$ cat config.mk
export PLATFORM = sky130hd
export DESIGN_NAME = esc_ctrl
export DESIGN_NICKNAME = d
export VERILOG_FILES = /design/src/hdl/esc_pkg.sv /design/src/hdl/esc_ctrl.sv
export VERILOG_INCLUDE_DIRS = /design/src /design/src/hdl
export SDC_FILE = /design/constraint.sdc
export NUM_CORES = 1
export LEC_CHECK = 0
export ABC_CLOCK_PERIOD_IN_PS = 1100
export BUFFER_PORTS_ARGS = -buffer_cell sky130_fd_sc_hd__buf_4
export CAP_MARGIN = 15
export CORE_AREA = 3 3 40 42
export DETAILED_ROUTE_END_ITERATION = 6
export DIE_AREA = 0 0 43 45
export PLACE_DENSITY = 0.39
export SYNTH_ARGS = -nofsm -noshare
export SYNTH_HDL_FRONTEND = slang
export SYNTH_SLANG_ARGS = --single-unit
$ cat constraint.sdc
create_clock -name clock -period 1.1 [get_ports clock]
set_input_delay 0.11 -clock clock [delete_from_list [all_inputs] [get_ports clock]]
set_output_delay 0.11 -clock clock [all_outputs]
set_load 0.1 [all_outputs]
$ cat src/hdl/expert_slot_cache_controller_assert.svh
// Assertion macros shared by the slot cache controller modules.
`ifndef EXPERT_SLOT_CACHE_CONTROLLER_ASSERT_SVH
`define EXPERT_SLOT_CACHE_CONTROLLER_ASSERT_SVH
`ifndef SYNTH
`define ESC_ASSERT_IMP(label, clk, rst, a, c, msg) \
   label: assert property (@(posedge clk) disable iff (rst) (a) |-> (c)) else $error(msg);
`define ESC_ASSERT_NXT(label, clk, rst, a, c, msg) \
   label: assert property (@(posedge clk) disable iff (rst) (a) |=> (c)) else $error(msg);
`else
`define ESC_ASSERT_IMP(label, clk, rst, a, c, msg)
`define ESC_ASSERT_NXT(label, clk, rst, a, c, msg)
`endif
`endif

$ cat src/hdl/esc_pkg.sv
// Shared types, codes and constants of the expert slot cache controller.
package esc_pkg;
   localparam int SLOTS = 64;
   localparam int SW = $clog2(SLOTS);
   localparam int CW = 48;

   localparam logic [2:0] OP_PREFETCH = 3'd0;
   localparam logic [2:0] OP_DEMAND   = 3'd1;
   localparam logic [2:0] OP_USE      = 3'd2;
   localparam logic [2:0] OP_UNPIN    = 3'd3;
   localparam logic [2:0] OP_RELEASE  = 3'd4;
   localparam logic [2:0] OP_POP      = 3'd5;
   localparam logic [2:0] OP_COMPLETE = 3'd6;

   localparam logic [3:0] RS_HIT      = 4'd0;
   localparam logic [3:0] RS_PROMOTED = 4'd1;
   localparam logic [3:0] RS_LOADING  = 4'd2;
   localparam logic [3:0] RS_ENQUEUED = 4'd3;
   localparam logic [3:0] RS_NO_SLOT  = 4'd4;
   localparam logic [3:0] RS_JOB      = 4'd5;
   localparam logic [3:0] RS_NO_JOB   = 4'd6;
   localparam logic [3:0] RS_DONE     = 4'd7;
   localparam logic [3:0] RS_NOT_RDY  = 4'd8;

   localparam logic [1:0] ST_QUEUED  = 2'd0;
   localparam logic [1:0] ST_LOADING = 2'd1;
   localparam logic [1:0] ST_READY   = 2'd2;
   localparam logic [1:0] ST_FAILED  = 2'd3;

   localparam logic [1:0] CSR_POLICY = 2'd0;
   localparam logic [1:0] CSR_SLOTS  = 2'd1;
   localparam logic [1:0] CSR_STRIDE = 2'd2;

   typedef enum logic [2:0] {
      FSM_IDLE,
      FSM_SCAN,
      FSM_APPLY,
      FSM_MUL,
      FSM_OUT
   } fsm_state_type;

   typedef struct packed {
      logic       start;
      logic       scan;
      logic       apply;
      logic       mul;
      logic       load_out;
   } ctrl_cmd_type;

   typedef struct packed {
      logic scan_last;
      logic out_busy;
   } ctrl_stat_type;
endpackage

$ cat src/hdl/esc_ctrl.sv
// Sequencing state machine: accept, scan the slots, apply, scale, respond.
module esc_ctrl (
   input  logic                         clock,
   input  logic                         reset,
   input  logic                         req_fire,
   input  esc_pkg::ctrl_stat_type       stat,
   output esc_pkg::ctrl_cmd_type        cmd,
   output logic                         req_ready
);
   esc_pkg::fsm_state_type state_ff, state_in;

   // Next state.
   always_comb begin
      state_in = state_ff;
      case (state_ff)
         esc_pkg::FSM_IDLE:  if (req_fire) state_in = esc_pkg::FSM_SCAN;
         esc_pkg::FSM_SCAN:  if (stat.scan_last) state_in = esc_pkg::FSM_APPLY;
         esc_pkg::FSM_APPLY: state_in = esc_pkg::FSM_MUL;
         esc_pkg::FSM_MUL:   state_in = esc_pkg::FSM_OUT;
         esc_pkg::FSM_OUT:   if (!stat.out_busy) state_in = esc_pkg::FSM_IDLE;
         default:            state_in = esc_pkg::FSM_IDLE;
      endcase
   end

   // Commands.
   always_comb begin
      cmd = '0;
      req_ready = 1'b0;
      case (state_ff)
         esc_pkg::FSM_IDLE: begin
            req_ready = 1'b1;
            cmd.start = req_fire;
         end
         esc_pkg::FSM_SCAN:  cmd.scan = 1'b1;
         esc_pkg::FSM_APPLY: cmd.apply = 1'b1;
         esc_pkg::FSM_MUL:   cmd.mul = 1'b1;
         esc_pkg::FSM_OUT:   cmd.load_out = !stat.out_busy;
         default: ;
      endcase
   end

   always_ff @(posedge clock) begin
      if (reset) state_ff <= esc_pkg::FSM_IDLE;
      else state_ff <= state_in;
   end

`include "expert_slot_cache_controller_assert.svh"
   `ESC_ASSERT_NXT(a_start_scan, clock, reset, req_fire, state_ff == esc_pkg::FSM_SCAN, "no scan")
   `ESC_ASSERT_IMP(a_ready_idle, clock, reset, req_ready, state_ff == esc_pkg::FSM_IDLE, "ready")
   `ESC_ASSERT_NXT(a_apply_mul, clock, reset, cmd.apply, cmd.mul, "apply not followed by mul")
endmodule

==> results.cfg <==
[placement]
io_buffers = 10
hpwl_um = 372
dp_slack_ps = -101
post-place-cells = 46
gp_congestion = 0.655

[timing]
timing.final.hold_violations = 0
skew_ps = 2.05
setup_ws_ps = -164
rsz0062_at_grt = yes
finalCritPeriodShare_pct = 115
slew_viol_final = 0
finalCriticalPeriod_ps = 1260
slew_headroom_pct = 85.9
worst-slew-pin-transition_ps = 211
whs_ps = 49.5
setup_viol = 7
fmax_mhz = 791

[worst_setup_path]
cpMaxStageDelayCell = dfxtp_4
critPathKind = register to primary output
cp.required_ps = 990
worstReg2RegStart = state_ff[0]
crit_arrival_ps = 1150
regToRegSetupSlack_ps = -50
path_cells = buf_6, nor3b_4, buf_12
endpoint_kind = primary output
start_kind = register
worstPathMaxFanout = 6
critPathMaxStageDelay_ps = 370
rr_endpoint = state_ff[0]
rr_worst_depth = 3

[cts]
clk_path_buf_depth = 2
clock_latency_ps = 230
cts_made_buffers = 3
cts_root_buf = clkbuf_4
cts_hold_buf = 0
numClockSinks = 3
htreeDepth = 1
tritoncts = built
clk_pin_slew_ps = 40

[pwr]
vdd_drop_max_uv = 728
leakage_nw = 0.204
p_per_area_nw_per_um2 = 1260

[floorplanning]
start_util_pct = 15.9
die-area_um2 = 1940
die_y_um = 45
rows = 13
die-width_um = 43
core_um2 = 1280
ios = 11

[layout]
nNetsFinal = 45
final_cells = 54
layout_common_cells = buf_4 (7), buf_6 (7), buf_12 (4)
n_fill_cell = 139
drive_above_1_share_pct = 89.7
largest_register = state_ff
largest_register_ffs = 3
area_delta_synth_final_pct = 144
regArea_um2 = 71.3
insertedDiodeCount = 0
multi_input_area_um2 = 170
final_util_pct = 38.8
top_regs = state_ff: 3 flops

[outcome]
violations = setup timing
status = complete, but fails checks

[drt]
wl_per_cell_um = 12.2
vias = 225
wirelength_um = 659
first_pass_iters = 2
remaining_drc_errors = 0
ant_nets = 0
routed_via_density = 4.17
drt_iter0_drc = 1

[grt]
grt_max_degree = 7
grt-ovfl-total = 0
grt_pass1_vias = 256
grt_usage_pct = 7.49
grt_pass1_wl_mm = 1.03
antenna_found_initial = 0

[synthesis]
synth_top_area_share_pct = 29.4
synthTopCellsByArea = dfxtp_1 (29%), buf_4 (7.4%), nor3b_1 (7.4%)
netlist_area_um2 = 204
syn_nets = 25
yosysWarnings = 0
ys_ff_latch = 3
yosys.cell_types.count = 16
postSynthCellCount = 20
ys_seq_area_share_pct = 29.4
synth_area_per_cell_um2 = 10.2
synth_top_area_cell = dfxtp_1

[min_path]
min_to = state_ff[0]
hold_path.class = primary input to register
hold_depth = 2
hold_path_startpoint = reset

[run]
maxCapViolCount = 0
## synth_stat cells (all sizes together)
| cell | instances |
|---|---|
| and4bb | 1 |
| or3b | 1 |
| a211oi | 2 |
| buf | 3 |
| o21bai | 1 |
| nor4b | 1 |
| o21ba | 1 |
| nor3 | 1 |
| nand2b | 1 |
| nand3b | 1 |
| nor3b | 2 |
| dfxtp | 3 |
| and3b | 1 |
| and2 | 1 |
## through the flow
stage	power (mW)	TNS (ps)	instance area, um2
6_report	0.626	-785	498
5_1_grt	0.655	-1100	498
4_1_cts	0.616	-812	468
3_5_place_dp	0.352	-478	342
3_3_place_gp	0.352	-435	342
2_1_floorplan	0.306	-2840	244
## where the power goes
group,switching [mW],total (mW),leakage [nW],internal [mW]
clock,0.0551,0.191,0.0150,0.136
combinational,0.168,0.303,0.163,0.135
sequential,0.0183,0.132,0.0267,0.114
## routing by layer
layer	routed length, um	vias to the layer above	global-route usage (%)
li1	-	111	-
met1	216	107	6.49
met2	408	5	13.5
met3	23	2	2.39
met4	10	0	7.23
met5	0	-	0
## worst max path at each step
stage                           start     endpoint  slack, ps
final                     state_ff[1]       cmd[3]       -160
after global routing      state_ff[1]       cmd[3]       -220
after CTS                 state_ff[2]       cmd[4]       -160
after detailed placement  state_ff[0]  state_ff[0]       -100
after global placement    state_ff[0]       cmd[1]       -110
after floorplan           state_ff[1]       cmd[4]       -710
## critical path: cells and delay by family (launching register included)
family | cells | cell delay, ps
and+or+nand+nor | 1 | 220
buffers and inverters | 2 | 330
DFF | 1 | 370
## timing repair
item	CTS	global route
setup buffers	3	1
endpoints found under the setup margin	8	8
gates resized for setup	24	5
pin swaps	3	1
## cell families after synthesis
kind of cell / count (synthesis) / share of synthesized area (%)
and+or+nand+nor: 10 / 39.3
AOI/OAI and AO/OA: 4 / 18.4
buffers and inverters: 3 / 12.9
DFF: 3 / 29.4
## area by class of cell
class	count	area share, %
multi-input combinational	14	34.2
timing repair buffer	18	42.5
sequential	3	14.3
clock buffer	4	5.28
tap	15	3.77
No activity file was read; power rests on OpenSTA's default activity.
